### config.mk
export PLATFORM = sky130hd
export DESIGN_NAME = epoch_seconds_to_calendar_unit
export DESIGN_NICKNAME = d
export VERILOG_FILES = /design/src/ep2cal_pkg.sv /design/src/epoch_seconds_to_calendar_unit.sv
export SDC_FILE = /design/constraint.sdc
export NUM_CORES = 1
export LEC_CHECK = 0
export BUFFER_PORTS_ARGS = -buffer_cell sky130_fd_sc_hd__buf_2
export CORE_ASPECT_RATIO = 0.75
export CORE_MARGIN = 2
export CORE_UTILIZATION = 35
export CTS_CLUSTER_SIZE = 20
export DETAILED_ROUTE_END_ITERATION = 10
export PLACE_DENSITY_LB_ADDON = 0.12
export SLEW_MARGIN = 5
export SYNTH_ARGS = -nofsm -noshare
export SYNTH_HDL_FRONTEND = slang
export SYNTH_SLANG_ARGS = --single-unit
### constraint.sdc
create_clock -name clk -period 19.6 [get_ports clk]
set_input_delay 0 -clock clk [delete_from_list [all_inputs] [get_ports clk]]
set_output_delay 0 -clock clk [all_outputs]
set_load 0.02 [all_outputs]
### src/ep2cal_pkg.sv
package ep2cal_pkg;

	// field widths
	localparam int SECS_W  = 38;
	localparam int FRAC_W  = 20;
	localparam int DAYS_W  = 22;
	localparam int YEAR_W  = 14;
	localparam int YMOD_W  = 9;
	localparam int MONTH_W = 4;
	localparam int DAY_W   = 5;
	localparam int HOUR_W  = 5;
	localparam int MIN_W   = 6;
	localparam int SEC_W   = 6;
	localparam int USEC_W  = 20;
	localparam int PROD_W  = FRAC_W + USEC_W;
	localparam int CNT_W   = 5;
	localparam int PC_W    = 4;

	localparam int FRACTION_BITS_DEF = 20;

	// calendar constants
	localparam logic [SECS_W-1:0]  SECS_PER_DAY  = 38'd86400;
	localparam logic [SECS_W-1:0]  SECS_PER_HOUR = 38'd3600;
	localparam logic [SECS_W-1:0]  SECS_PER_MIN  = 38'd60;
	localparam logic [SECS_W-1:0]  DAYS_PER_400Y = 38'd146097;
	localparam logic [USEC_W-1:0]  USEC_PER_SEC  = 20'd1000000;
	localparam logic [YEAR_W-1:0]  EPOCH_YEAR    = 14'd1970;
	localparam logic [YMOD_W-1:0]  EPOCH_YMOD    = 9'd370;

	// step addresses
	localparam logic [PC_W-1:0] PC_DAYS   = 4'd0;
	localparam logic [PC_W-1:0] PC_Y400   = 4'd1;
	localparam logic [PC_W-1:0] PC_Y100   = 4'd2;
	localparam logic [PC_W-1:0] PC_Y4     = 4'd3;
	localparam logic [PC_W-1:0] PC_Y1     = 4'd4;
	localparam logic [PC_W-1:0] PC_MONTH  = 4'd5;
	localparam logic [PC_W-1:0] PC_HOURS  = 4'd6;
	localparam logic [PC_W-1:0] PC_MINS   = 4'd7;
	localparam logic [PC_W-1:0] PC_FINISH = 4'd8;

	// how a step repeats
	typedef enum logic [1:0] {
		M_SHIFT,
		M_LOOP,
		M_END
	} mode_t;

	// which constant the step compares against
	typedef enum logic [2:0] {
		K_DAY,
		K_HOUR,
		K_MIN,
		K_400Y,
		K_100Y,
		K_4Y,
		K_1Y,
		K_MON
	} ksel_t;

	typedef struct packed {
		mode_t            mode;
		ksel_t            ksel;
		logic [CNT_W-1:0] cnt0;
		logic [PC_W-1:0]  nxt;
	} ucode_t;

	// control store
	function automatic ucode_t ucode_rom(input logic [PC_W-1:0] addr);
		ucode_t w;
		case (addr)
			PC_DAYS:  w = '{mode: M_SHIFT, ksel: K_DAY,  cnt0: 5'd21, nxt: PC_Y400};
			PC_Y400:  w = '{mode: M_LOOP,  ksel: K_400Y, cnt0: 5'd0,  nxt: PC_Y100};
			PC_Y100:  w = '{mode: M_LOOP,  ksel: K_100Y, cnt0: 5'd0,  nxt: PC_Y4};
			PC_Y4:    w = '{mode: M_LOOP,  ksel: K_4Y,   cnt0: 5'd0,  nxt: PC_Y1};
			PC_Y1:    w = '{mode: M_LOOP,  ksel: K_1Y,   cnt0: 5'd0,  nxt: PC_MONTH};
			PC_MONTH: w = '{mode: M_LOOP,  ksel: K_MON,  cnt0: 5'd0,  nxt: PC_HOURS};
			PC_HOURS: w = '{mode: M_SHIFT, ksel: K_HOUR, cnt0: 5'd4,  nxt: PC_MINS};
			PC_MINS:  w = '{mode: M_SHIFT, ksel: K_MIN,  cnt0: 5'd5,  nxt: PC_FINISH};
			default:  w = '{mode: M_END,   ksel: K_DAY,  cnt0: 5'd0,  nxt: PC_DAYS};
		endcase
		return w;
	endfunction

	// leap year from year mod 400
	function automatic logic leap_mod400(input logic [YMOD_W-1:0] ymod);
		return (ymod[1:0] == 2'b00) && !(ymod inside {9'd100, 9'd200, 9'd300});
	endfunction

	// days in month, january is 1
	function automatic logic [4:0] month_len(input logic [MONTH_W-1:0] m, input logic leap);
		logic [4:0] len;
		case (m)
			4'd2:                    len = leap ? 5'd29 : 5'd28;
			4'd4, 4'd6, 4'd9, 4'd11: len = 5'd30;
			default:                 len = 5'd31;
		endcase
		return len;
	endfunction

endpackage

### src/epoch_seconds_to_calendar_unit.sv
// unix seconds plus binary fraction to gregorian date and time of day
// steps from input accept to result valid: 22 division steps for days, one step per
// 400/100/4/1-year block and per month plus one exit step per loop, 11 steps for
// hours and minutes, and one step to register the result
// a new timestamp is taken only once the last one is done; a result not taken holds the sequencer
// reset: sequencer idle, no result pending; no other state
module epoch_seconds_to_calendar_unit #(
	parameter int FRACTION_BITS = ep2cal_pkg::FRACTION_BITS_DEF
) (
	input  logic                            clk,
	input  logic                            arst_n,
	input  logic                            in_valid,
	output logic                            in_ready,
	input  logic [ep2cal_pkg::SECS_W-1:0]   whole_seconds,
	input  logic [ep2cal_pkg::FRAC_W-1:0]   sub_second,
	output logic                            out_valid,
	input  logic                            out_ready,
	output logic [ep2cal_pkg::YEAR_W-1:0]   year,
	output logic [ep2cal_pkg::MONTH_W-1:0]  month,
	output logic [ep2cal_pkg::DAY_W-1:0]    day,
	output logic [ep2cal_pkg::HOUR_W-1:0]   hour,
	output logic [ep2cal_pkg::MIN_W-1:0]    minute,
	output logic [ep2cal_pkg::SEC_W-1:0]    second,
	output logic [ep2cal_pkg::USEC_W-1:0]   microseconds
);
	import ep2cal_pkg::*;

	localparam int MaskBits = (FRACTION_BITS < FRAC_W) ? FRACTION_BITS : FRAC_W;
	localparam logic [FRAC_W-1:0] FracMask = FRAC_W'((64'd1 << MaskBits) - 64'd1);
	localparam logic [PROD_W:0] RoundHalf = (PROD_W+1)'(64'd1 << (FRACTION_BITS - 1));

	// control state
	logic             busy_q;
	logic             out_valid_q;
	logic [PC_W-1:0]  pc_q;
	logic [CNT_W-1:0] cnt_q;

	// datapath registers
	logic [SECS_W-1:0]  rem_q;
	logic [DAYS_W-1:0]  days_q;
	logic [YEAR_W-1:0]  year_q;
	logic [YMOD_W-1:0]  ymod_q;
	logic [MONTH_W-1:0] month_q;
	logic [HOUR_W-1:0]  hour_q;
	logic [MIN_W-1:0]   minute_q;
	logic [FRAC_W-1:0]  frac_q;
	logic [PROD_W-1:0]  prod_q;

	// result registers
	logic [YEAR_W-1:0]  year_out_q;
	logic [MONTH_W-1:0] month_out_q;
	logic [DAY_W-1:0]   day_out_q;
	logic [HOUR_W-1:0]  hour_out_q;
	logic [MIN_W-1:0]   minute_out_q;
	logic [SEC_W-1:0]   second_out_q;
	logic [USEC_W-1:0]  usec_out_q;

	ucode_t            uw;
	ucode_t            uw_nxt;
	ucode_t            uw_first;
	logic              accept;
	logic              finish;
	logic              leap;
	logic [SECS_W-1:0] opa;
	logic [SECS_W-1:0] kval;
	logic [SECS_W-1:0] diff;
	logic              ge;
	logic              take;
	logic              step_done;
	logic [PROD_W:0]   usec_sum;

	assign uw       = ucode_rom(pc_q);
	assign uw_nxt   = ucode_rom(uw.nxt);
	assign uw_first = ucode_rom(PC_DAYS);
	assign in_ready = !busy_q;
	assign accept   = in_valid && in_ready;
	assign finish   = busy_q && (uw.mode == M_END) && (!out_valid_q || out_ready);
	assign leap     = leap_mod400(ymod_q);

	// operand and constant for the current step
	always_comb begin
		opa  = {{(SECS_W-DAYS_W){1'b0}}, days_q};
		kval = SECS_PER_DAY;
		case (uw.ksel)
			K_DAY: begin
				opa  = rem_q;
				kval = SECS_PER_DAY << cnt_q;
			end
			K_HOUR: begin
				opa  = rem_q;
				kval = SECS_PER_HOUR << cnt_q;
			end
			K_MIN: begin
				opa  = rem_q;
				kval = SECS_PER_MIN << cnt_q;
			end
			K_400Y: kval = DAYS_PER_400Y;
			K_100Y: kval = (ymod_q == EPOCH_YMOD) ? 38'd36525 : 38'd36524;
			K_4Y:   kval = (ymod_q inside {9'd98, 9'd198, 9'd298}) ? 38'd1460 : 38'd1461;
			K_1Y:   kval = leap ? 38'd366 : 38'd365;
			K_MON:  kval = {{(SECS_W-5){1'b0}}, month_len(month_q, leap)};
			default: kval = SECS_PER_DAY;
		endcase
	end

	// compare and subtract
	assign ge   = opa >= kval;
	assign diff = opa - kval;

	// step condition
	always_comb begin
		take      = ge;
		step_done = 1'b0;
		case (uw.mode)
			M_SHIFT: step_done = (cnt_q == '0);
			M_LOOP: begin
				if (uw.ksel == K_MON) begin
					take = ge && (month_q < 4'd12);
				end
				step_done = !take;
			end
			default: begin
				take      = 1'b0;
				step_done = 1'b0;
			end
		endcase
	end

	// sequencer
	always_ff @(posedge clk or negedge arst_n) begin
		if (!arst_n) begin
			busy_q      <= 1'b0;
			out_valid_q <= 1'b0;
			pc_q        <= PC_DAYS;
			cnt_q       <= '0;
		end else begin
			if (finish) begin
				out_valid_q <= 1'b1;
			end else if (out_ready) begin
				out_valid_q <= 1'b0;
			end
			if (accept) begin
				busy_q <= 1'b1;
				pc_q   <= PC_DAYS;
				cnt_q  <= uw_first.cnt0;
			end else if (finish) begin
				busy_q <= 1'b0;
				pc_q   <= PC_DAYS;
			end else if (busy_q && uw.mode != M_END) begin
				if (step_done) begin
					pc_q  <= uw.nxt;
					cnt_q <= uw_nxt.cnt0;
				end else if (uw.mode == M_SHIFT) begin
					cnt_q <= cnt_q - CNT_W'(1);
				end
			end
		end
	end

	// datapath
	always_ff @(posedge clk) begin
		prod_q <= {{USEC_W{1'b0}}, frac_q} * {{FRAC_W{1'b0}}, USEC_PER_SEC};
		if (accept) begin
			rem_q   <= whole_seconds;
			frac_q  <= sub_second & FracMask;
			year_q  <= EPOCH_YEAR;
			ymod_q  <= EPOCH_YMOD;
			month_q <= 4'd1;
		end else if (busy_q && uw.mode != M_END) begin
			case (uw.ksel)
				K_DAY: begin
					days_q <= {days_q[DAYS_W-2:0], ge};
					if (ge) rem_q <= diff;
				end
				K_HOUR: begin
					hour_q <= {hour_q[HOUR_W-2:0], ge};
					if (ge) rem_q <= diff;
				end
				K_MIN: begin
					minute_q <= {minute_q[MIN_W-2:0], ge};
					if (ge) rem_q <= diff;
				end
				K_400Y: begin
					if (take) begin
						days_q <= diff[DAYS_W-1:0];
						year_q <= year_q + 14'd400;
					end
				end
				K_100Y: begin
					if (take) begin
						days_q <= diff[DAYS_W-1:0];
						year_q <= year_q + 14'd100;
						ymod_q <= (ymod_q >= 9'd300) ? ymod_q - 9'd300 : ymod_q + 9'd100;
					end
				end
				K_4Y: begin
					if (take) begin
						days_q <= diff[DAYS_W-1:0];
						year_q <= year_q + 14'd4;
						ymod_q <= (ymod_q >= 9'd396) ? ymod_q - 9'd396 : ymod_q + 9'd4;
					end
				end
				K_1Y: begin
					if (take) begin
						days_q <= diff[DAYS_W-1:0];
						year_q <= year_q + 14'd1;
						ymod_q <= (ymod_q == 9'd399) ? 9'd0 : ymod_q + 9'd1;
					end
				end
				K_MON: begin
					if (take) begin
						days_q  <= diff[DAYS_W-1:0];
						month_q <= month_q + 4'd1;
					end
				end
				default: ;
			endcase
		end
	end

	// fraction rounded half up to microseconds
	assign usec_sum = {1'b0, prod_q} + RoundHalf;

	// result register
	always_ff @(posedge clk) begin
		if (finish) begin
			year_out_q   <= year_q;
			month_out_q  <= month_q;
			day_out_q    <= days_q[DAY_W-1:0] + 5'd1;
			hour_out_q   <= hour_q;
			minute_out_q <= minute_q;
			second_out_q <= rem_q[SEC_W-1:0];
			usec_out_q   <= USEC_W'(usec_sum >> FRACTION_BITS);
		end
	end

	assign out_valid    = out_valid_q;
	assign year         = year_out_q;
	assign month        = month_out_q;
	assign day          = day_out_q;
	assign hour         = hour_out_q;
	assign minute       = minute_out_q;
	assign second       = second_out_q;
	assign microseconds = usec_out_q;

endmodule

==> flow_summary.json, run 1 <==
{
  "status": "finished, final reports clean",
  "detailed_place.area_um2": 18000,
  "criticalPathCategory": "flop to flop",
  "initial_core_util_pct": 35.5,
  "worst_hold_path_type": "input port to flop",
  "multiInputGateArea_um2": 10300,
  "critPathRequiredTime_ns": 19.82,
  "placer_s_final_routability_congestion_estimate": 0.890,
  "synth_top_area_share_pct": 26.9,
  "clock_pin_transition_on_the_worst_setup_and_hold_timing_paths_ns": 0.07,
  "remaining_drc_errors": 0,
  "yosysSeqAreaShare_pct": 34.2,
  "final_nets": 2252,
  "grt_util_all_layers_pct": 18.6,
  "floorplan.io_pins": 124,
  "floorplan.core_area_um2": 47500,
  "final_cell_area_um2": 19500,
  "dp_cells": 2487,
  "grt_start_max_net_pins": 99,
  "first_pass_grt_wire_length_um": 74500,
  "fmax_mhz": 135,
  "period_minus_slack_ns": 7.40,
  "hold_depth": 2,
  "synth_most_common_cell": "sky130_fd_sc_hd__nand2_1",
  "synth-edff-count": 151,
  "count_of_h_tree_levels_built_during_cts": 1,
  "postSynthAreaPerCell_um2": 9.36,
  "crit_arrival_ns": 7.63,
  "syn-cell-area_um2": 16900,
  "slew_viols_final": 0,
  "place_hpwl_um": 35300,
  "chipHeight_um": 194,
  "synth-warning-count": 0,
  "timing.clock.skew_ns": 0.0263,
  "post_cts_hold_buffer_count": 63,
  "flow.area_growth_from_synthesis_pct": 15.8,
  "vias": 13800,
  "vias_in_the_first_global_route": 13000,
  "post_synth_most_frequent_cells": "sky130_fd_sc_hd__nand2_1, sky130_fd_sc_hd__ha_1, sky130_fd_sc_hd__edfxtp_1, sky130_fd_sc_hd__o21ai_0, sky130_fd_sc_hd__nor2_1",
  "crit_path_max_fanout": 98,
  "stdcell_count": 2597,
  "hold_violations": 0,
  "worst_slew_pin_slew_ns": 1.04,
  "number_of_fillers_in_the_final_layout": 4716,
  "synth_nets": 2116,
  "die_w_um": 257,
  "place_ws_ns": 12.19,
  "clock-sinks": 210,
  "synth-async-reset-ratio_pct": 5.24,
  "routed_wire_length_per_instance_um": 18.1,
  "yosys_most_used_dff": "sky130_fd_sc_hd__edfxtp_1",
  "post_synth_main_area_contributors": "sky130_fd_sc_hd__edfxtp_1, sky130_fd_sc_hd__ha_1, sky130_fd_sc_hd__fa_1",
  "die-area_um2": 50000,
  "tritoncts": "yes",
  "residual_overflow_from_global_routing": 0,
  "end_kind": "flop",
  "final_layout_size_suffix_gt1_share_pct": 10.5,
  "firstDrtPassIters": 5,
  "ys_types": 85,
  "post_cts_resized": 0,
  "antenna_found_initial": 0,
  "worst_hold_startpoint": "sub_second[12]",
  "cp-startpoint": "pc_q[0]$_DFFE_PN0P_",
  "synthCells": 1802,
  "detailedRoute.firstIterationViolations": 962,
  "clock_insertion_delay_worst_skew_ns": 0.57,
  "timing.final.ws_setup_ns": 12.20,
  "reg2regPathDepth": 19,
  "antenna_violating_nets_post_route": 0,
  "start_kind": "flop",
  "finalCritPeriodShare_pct": 37.8,
  "row_count": 69,
  "post_cts.repair.setup_buffers": 0,
  "cap_viol_max_count": 0,
  "slew_headroom_pct": 31.0,
  "grt_setup_unrepaired": "no",
  "worst_r2r_startpoint": "pc_q[0]$_DFFE_PN0P_",
  "ys_seq_elements": 210,
  "synth_top_area_cell": "sky130_fd_sc_hd__edfxtp_1",
  "final-setup-viol-count": 0,
  "numCtsBuffers": 25,
  "cts_root_buffer": "sky130_fd_sc_hd__clkbuf_16",
  "sequential_cell_area_um2": 5770,
  "viasPerCell": 5.32,
  "clock_path_buffers": 3,
  "drt_wl_total_um": 46900,
  "finalSetupTns_ns": 0,
  "port_buffers": 123
}
cells by family after synthesis:
kind of cell / after synthesis / synth area share (%)
AND/OR/NAND/NOR: 582 / 16.1
AO/OA/AOI/OAI: 459 / 17.7
adder cells (fa/ha/maj): 252 / 22.0
flip-flops: 210 / 34.2
buffers and inverters: 198 / 4.62
XOR/XNOR: 87 / 4.52
multiplexers: 14 / 0.861
placed cells by master (no fill, tap or decap), drive strengths merged, types with 56 or more instances in the layout:
cell type / count
nor2: 119
buf: 131
fa: 75
nand2: 242
dlygate4sd3: 63
o21ai: 130
xnor2: 56
edfxtp: 151
ha: 177
a21oi: 119
inv: 114
area by class of cell:
type	count	area share (%)
Clock inverter	12	0.621
Inverter	113	2.18
Tap cell	639	4.09
Timing Repair Buffer	194	6.69
Multi-Input combinational cell	1394	53.0
Antenna cell	1	0.0128
Clock buffer	34	3.91
Sequential cell	210	29.5
worst max-delay path, stage by stage (launching register included):
cell and delay (ns):
sky130_fd_sc_hd__dfrtp_1 0.58, sky130_fd_sc_hd__inv_1 0.17, sky130_fd_sc_hd__ha_1 0.45, sky130_fd_sc_hd__nand3b_1 0.17, sky130_fd_sc_hd__a31o_4 0.26, sky130_fd_sc_hd__buf_4 0.34
sky130_fd_sc_hd__and2_1 0.36, sky130_fd_sc_hd__nor3_1 0.25, sky130_fd_sc_hd__a21oi_1 0.08, sky130_fd_sc_hd__a21oi_1 0.40, sky130_fd_sc_hd__mux2i_1 0.19, sky130_fd_sc_hd__nor3_1 0.15
sky130_fd_sc_hd__o21ai_0 0.15, sky130_fd_sc_hd__ha_1 0.47, sky130_fd_sc_hd__nand4_1 0.35, sky130_fd_sc_hd__o31a_4 0.50, sky130_fd_sc_hd__o211ai_4 0.29, sky130_fd_sc_hd__nand2_1 0.40
sky130_fd_sc_hd__o31ai_4 0.96, sky130_fd_sc_hd__buf_4 0.46
registers in the layout, summed over array words and instances, names as in the netlist, 6 cells and up:
name and cells:
days_q 22, frac_q 20, microseconds 20, minute 6, minute_q 6, prod_q 21
rem_q 38, second 6, year 14, year_q 14, ymod_q 9
routing by layer:
metal,part of all wire (%),vias up,GRT usage [%]
met5,0,-,0
met4,1.5,0,3.08
met3,5.5,44,2.48
met2,40,385,26.1
met1,53,6615,30.1
li1,-,6777,-
worst paths after layout:
check / endpoint / slack [ns]
max in group asynchronous: cnt_q[4]$_DFFE_PN0P_ / 18.76
worst min register to register: hour[4]$_DFFE_PP_ / 0.42
worst min-delay path: frac_q[12]$_DFFE_PP_ / 0.14
min in group asynchronous: pc_q[3]$_DFFE_PN0P_ / 0.46
worst max-delay path: rem_q[19]$_DFFE_PP_ / 12.20
worst max register to register: rem_q[19]$_DFFE_PP_ / 12.20
stage by stage:
step	util, %	hold WS [ns]
after floorplan	-	-0.296
after global placement	37.9	-0.105
after CTS	41.1	0.105
final	41.1	0.141
after global routing	41.1	0.134
after detailed placement	37.9	-0.107
Power of run 1 is left out: the tool's default activity adds up to more than one toggle a clock period on the data nets, which glitch-free logic cannot reach.
==> run 2: changes to the inputs <==
==> constraint.sdc (replaced) <==
create_clock -name clk -period 6.77 [get_ports clk]
set_input_delay 0 -clock clk [delete_from_list [all_inputs] [get_ports clk]]
set_output_delay 0 -clock clk [all_outputs]
set_load 0.02 [all_outputs]
==> flow_summary.json, run 2 (same netlist as run 1, synthesis figures left out) <==
{
  "hold_violations": 0,
  "detailed_place.area_um2": 18100,
  "slew_headroom_pct": 31.5,
  "slew_viols_final": 0,
  "placer_s_final_routability_congestion_estimate": 0.898,
  "period_minus_slack_ns": 6.19,
  "routed_wire_length_per_instance_um": 18.2,
  "chipHeight_um": 194,
  "max_flop_register": "rem_q",
  "drt_wl_total_um": 47500,
  "firstDrtPassIters": 5,
  "residual_overflow_from_global_routing": 0,
  "fmax_mhz": 161,
  "flow.area_growth_from_synthesis_pct": 15.8,
  "die_w_um": 257,
  "status": "finished, final reports clean",
  "hold_depth": 2,
  "die-area_um2": 50000,
  "start_kind": "flop",
  "remaining_drc_errors": 0,
  "viasPerCell": 5.38,
  "cap_viol_max_count": 0,
  "finalCritPeriodShare_pct": 91.5,
  "grtUsageMet1_pct": 30.6,
  "antenna_violating_nets_post_route": 0,
  "clock_insertion_delay_worst_skew_ns": 0.56,
  "clock_path_buffers": 3,
  "hold-worst-slack_ns": 0.153,
  "globalRouteMet2Util_pct": 25.4,
  "cts_root_buffer": "sky130_fd_sc_hd__clkbuf_16",
  "row_count": 69,
  "post_cts.repair.setup_buffers": 0,
  "initial_core_util_pct": 35.5,
  "floorplan.io_pins": 124,
  "critPathRequiredTime_ns": 6.99,
  "worst_slew_pin_slew_ns": 1.03,
  "grt_start_max_net_pins": 68,
  "numCtsBuffers": 25,
  "final_nets": 2261,
  "first_pass_grt_wire_length_um": 74500,
  "tritoncts": "yes",
  "end_kind": "flop",
  "timing.clock.skew_ns": 0.0127,
  "layout.cells.most_common": "sky130_fd_sc_hd__nand2_1",
  "antenna_found_initial": 1,
  "count_of_h_tree_levels_built_during_cts": 1,
  "crit_arrival_ns": 6.42,
  "most-common-layout-cells": "sky130_fd_sc_hd__nand2_1, sky130_fd_sc_hd__ha_1, sky130_fd_sc_hd__edfxtp_1",
  "floorplan.core_area_um2": 47500,
  "crit_path_max_fanout": 22,
  "detailedRoute.firstIterationViolations": 1138,
  "busiest_layer": "met1",
  "clock_pin_transition_on_the_worst_setup_and_hold_timing_paths_ns": 0.06,
  "antennaDiodeCount": 0,
  "globalRouteMet3Util_pct": 2.46,
  "grt_setup_unrepaired": "no",
  "largest_registers": "rem_q: 38 flops, days_q: 22 flops, prod_q: 21 flops",
  "port_buffers": 123,
  "final-setup-viol-count": 0,
  "vias_in_the_first_global_route": 12900,
  "final_cell_area_um2": 19500,
  "criticalPathCategory": "flop to flop",
  "worst_hold_path_type": "input port to flop",
  "finalSetupTns_ns": 0,
  "clock-sinks": 210,
  "final_layout_size_suffix_gt1_share_pct": 10.8,
  "vias": 14000,
  "grt_util_all_layers_pct": 18.6,
  "largest_register_ffs": 38,
  "place_hpwl_um": 35900,
  "reg2regPathDepth": 23
}
run 2: per-stage QoR:
stage | setup slack (ns) | utilization, % | std cells
global route | 0.00877 | 41.1 | 2605
global placement | 0.589 | 38.1 | 2496
floorplan | 0.232 | - | 1802
CTS | 0.486 | 41.1 | 2605
detailed placement | 0.510 | 38.1 | 2496
finish | 0.578 | 41.1 | 2605
run 2: worst max-delay path: stages (launching register included):
cell and delay (ns):
sky130_fd_sc_hd__dfrtp_1 0.58, sky130_fd_sc_hd__inv_1 0.16, sky130_fd_sc_hd__ha_1 0.43, sky130_fd_sc_hd__nor3b_1 0.25
sky130_fd_sc_hd__o21a_1 0.38, sky130_fd_sc_hd__nand3_1 0.14, sky130_fd_sc_hd__o21ai_0 0.16, sky130_fd_sc_hd__a22oi_1 0.10
sky130_fd_sc_hd__o32ai_1 0.28, sky130_fd_sc_hd__o21ai_0 0.18, sky130_fd_sc_hd__a21oi_1 0.36, sky130_fd_sc_hd__nand2_1 0.11
sky130_fd_sc_hd__ha_1 0.45, sky130_fd_sc_hd__nand4_1 0.19, sky130_fd_sc_hd__or2_1 0.30, sky130_fd_sc_hd__nor4_1 0.25
sky130_fd_sc_hd__and3_1 0.21, sky130_fd_sc_hd__nor3_1 0.07, sky130_fd_sc_hd__o211ai_4 0.17, sky130_fd_sc_hd__nand2_2 0.26
sky130_fd_sc_hd__inv_1 0.23, sky130_fd_sc_hd__a31oi_1 0.13, sky130_fd_sc_hd__nor2_2 0.10, sky130_fd_sc_hd__buf_4 0.32
run 2: area by class of cell:
class | count | area [µm²]
multi-input cells | 1394 | 10300
fillers | 4778 | 28000
clock buffers | 33 | 666
clock inverters | 13 | 140
repair buffers | 203 | 1370
inverters | 113 | 425
flip-flops and latches | 210 | 5770
well taps | 639 | 800
run 2: metal layers:
metal | vias up | routed length (µm)
met3 | 48 | 2220
met2 | 352 | 19000
met5 | - | 0
li1 | 6787 | -
met4 | 0 | 920
met1 | 6832 | 25300
run 2: what timing repair did:
action,CTS,global route
resized for setup,0,1
hold buffers,63,0
hold endpoints to repair,71,0
endpoints found under the setup margin,0,47
run 2: final timing paths:
| check | from | to | slack (ns) |
|---|---|---|---|
| max | pc_q[0]$_DFFE_PN0P_ | days_q[20]$_DFFE_PP_ | 0.58 |
| min | sub_second[10] | frac_q[10]$_DFFE_PP_ | 0.15 |
| max reg2reg | pc_q[0]$_DFFE_PN0P_ | days_q[20]$_DFFE_PP_ | 0.58 |
| min reg2reg | minute_q[5]$_DFFE_PP_ | minute[5]$_DFFE_PP_ | 0.42 |
| max in group asynchronous | arst_n | pc_q[2]$_DFFE_PN0P_ | 5.94 |
| min in group asynchronous | arst_n | cnt_q[3]$_DFFE_PN0P_ | 0.48 |
Power of run 2 is left out for the same reason.
==> run 3: changes to the inputs <==
--- a/config.mk
+++ b/config.mk
@@ -8,7 +8,7 @@
 export BUFFER_PORTS_ARGS = -buffer_cell sky130_fd_sc_hd__buf_2
 export CORE_ASPECT_RATIO = 0.75
 export CORE_MARGIN = 2
-export CORE_UTILIZATION = 35
+export CORE_UTILIZATION = 56
 export CTS_CLUSTER_SIZE = 20
 export DETAILED_ROUTE_END_ITERATION = 10
 export PLACE_DENSITY_LB_ADDON = 0.12
==> flow_summary.json, run 3 (same netlist as run 1, synthesis figures left out) <==
{
  "flow.area_growth_from_synthesis_pct": 13.4,
  "max_flop_register": "rem_q",
  "crit_arrival_ns": 6.34,
  "final_layout_size_suffix_gt1_share_pct": 10.5,
  "antenna_violating_nets_post_route": 0,
  "firstDrtPassIters": 5,
  "antenna_found_initial": 0,
  "first_pass_grt_wire_length_um": 72700,
  "cap_viol_max_count": 0,
  "residual_overflow_from_global_routing": 0,
  "period_minus_slack_ns": 6.13,
  "finalCritPeriodShare_pct": 90.6,
  "routed_wire_length_per_instance_um": 18.8,
  "most-common-layout-cells": "sky130_fd_sc_hd__nand2_1, sky130_fd_sc_hd__ha_1, sky130_fd_sc_hd__edfxtp_1",
  "end_kind": "flop",
  "slew_viols_final": 0,
  "initial_core_util_pct": 57.5,
  "clock_pin_transition_on_the_worst_setup_and_hold_timing_paths_ns": 0.07,
  "dr.max_layer_used": "met4",
  "number_of_fillers_in_the_final_layout": 2453,
  "remaining_drc_errors": 0,
  "chipHeight_um": 154,
  "place_ws_ns": 0.762,
  "viasPerCell": 6.00,
  "wire_length_on_met2_um": 18800,
  "largest_registers": "rem_q: 38 flops, days_q: 22 flops, prod_q: 21 flops",
  "met3WireLength_um": 2900,
  "floorplan.io_pins": 124,
  "detailed_place.area_um2": 17700,
  "criticalPathCategory": "flop to flop",
  "tritoncts": "yes",
  "post_cts.repair.setup_buffers": 0,
  "worst_slew_pin_slew_ns": 1.03,
  "numCtsBuffers": 23,
  "fmax_mhz": 163,
  "critPathRequiredTime_ns": 6.98,
  "hold_violations": 0,
  "stdcell_count": 2352,
  "worst_hold_path_type": "input port to flop",
  "count_of_h_tree_levels_built_during_cts": 1,
  "slew_headroom_pct": 31.5,
  "grt_setup_unrepaired": "no",
  "clock_insertion_delay_worst_skew_ns": 0.55,
  "final_cell_area_um2": 19100,
  "antennaDiodeCount": 0,
  "reg2regPathDepth": 22,
  "clock-sinks": 210,
  "row_count": 54,
  "die_w_um": 204,
  "final_nets": 2257,
  "cts_root_buffer": "sky130_fd_sc_hd__clkbuf_16",
  "dp_cells": 2247,
  "crit_path_max_fanout": 22,
  "vias": 14100,
  "vias_in_the_first_global_route": 13500,
  "layout.cells.most_common": "sky130_fd_sc_hd__nand2_1",
  "largest_register_ffs": 38,
  "place_hpwl_um": 32500,
  "start_kind": "flop",
  "status": "finished, final reports clean",
  "detailedRoute.firstIterationViolations": 1293,
  "finalSetupTns_ns": 0,
  "timing.final.ws_setup_ns": 0.635,
  "placer_s_final_routability_congestion_estimate": 0.928,
  "final-setup-viol-count": 0,
  "drt_wl_total_um": 44300,
  "floorplan.core_area_um2": 29300,
  "timing.clock.skew_ns": 0.0172,
  "die-area_um2": 31500,
  "clock_path_buffers": 3,
  "port_buffers": 123,
  "grt_start_max_net_pins": 61,
  "met1Wirelength_um": 21900,
  "hold_depth": 2,
  "grt_util_all_layers_pct": 28.8
}
-- run 3: layout make-up --
cell class	instances	area, µm²	area share, %
well taps	392	490	2.57
flip-flops and latches	210	5770	30.2
multi-input cells	1394	10300	54.0
inverters	113	425	2.22
clock inverters	13	115	0.602
clock buffers	29	628	3.28
repair buffers	201	1360	7.11
-- run 3: final timing paths --
kind	start	end	slack [ns]
max in group asynchronous	arst_n	cnt_q[2]$_DFFE_PN0P_	5.90
min in group asynchronous	arst_n	pc_q[1]$_DFFE_PN0P_	0.49
hold reg to reg	minute_q[5]$_DFFE_PP_	minute[5]$_DFFE_PP_	0.42
setup / recovery	pc_q[0]$_DFFE_PN0P_	days_q[20]$_DFFE_PP_	0.64
setup reg to reg	pc_q[0]$_DFFE_PN0P_	days_q[20]$_DFFE_PP_	0.64
hold / removal	sub_second[6]	frac_q[6]$_DFFE_PP_	0.16
-- run 3: stage by stage --
step	hold WS, ns	utilization, %
4_1_cts	0.145	65.2
3_5_place_dp	-0.114	60.5
3_3_place_gp	-0.118	60.5
6_report	0.159	65.2
5_1_grt	0.152	65.2
2_1_floorplan	-0.296	-
-- run 3: repair_timing --
item | in CTS | in global routing
hold endpoints to repair | 71 | 0
hold buffers | 63 | 0
resized for setup | 0 | 0
-- run 3: routing by layer --
layer | up-vias | GRT usage, %
li1 | 6782 | -
met1 | 6767 | 45.7
met2 | 517 | 42.4
met3 | 45 | 3.48
met4 | 0 | 5.07
met5 | - | 0
-- run 3: critical path, stage by stage (launching register included) --
cell and delay [ns]:
sky130_fd_sc_hd__dfrtp_1 0.58, sky130_fd_sc_hd__inv_1 0.18, sky130_fd_sc_hd__ha_1 0.46, sky130_fd_sc_hd__nand3b_1 0.16
sky130_fd_sc_hd__a31o_2 0.29, sky130_fd_sc_hd__and2_1 0.24, sky130_fd_sc_hd__o32ai_1 0.61, sky130_fd_sc_hd__inv_1 0.14
sky130_fd_sc_hd__a21oi_1 0.26, sky130_fd_sc_hd__a21oi_1 0.11, sky130_fd_sc_hd__or2_2 0.31, sky130_fd_sc_hd__ha_1 0.43
sky130_fd_sc_hd__nand2_1 0.10, sky130_fd_sc_hd__o21ai_0 0.28, sky130_fd_sc_hd__a221oi_1 0.13, sky130_fd_sc_hd__o31a_1 0.15
sky130_fd_sc_hd__o31a_4 0.15, sky130_fd_sc_hd__o211ai_4 0.29, sky130_fd_sc_hd__nand2_1 0.18, sky130_fd_sc_hd__inv_1 0.21
sky130_fd_sc_hd__a31oi_1 0.13, sky130_fd_sc_hd__nor2_2 0.10, sky130_fd_sc_hd__buf_4 0.31
Power of run 3 is left out for the same reason.
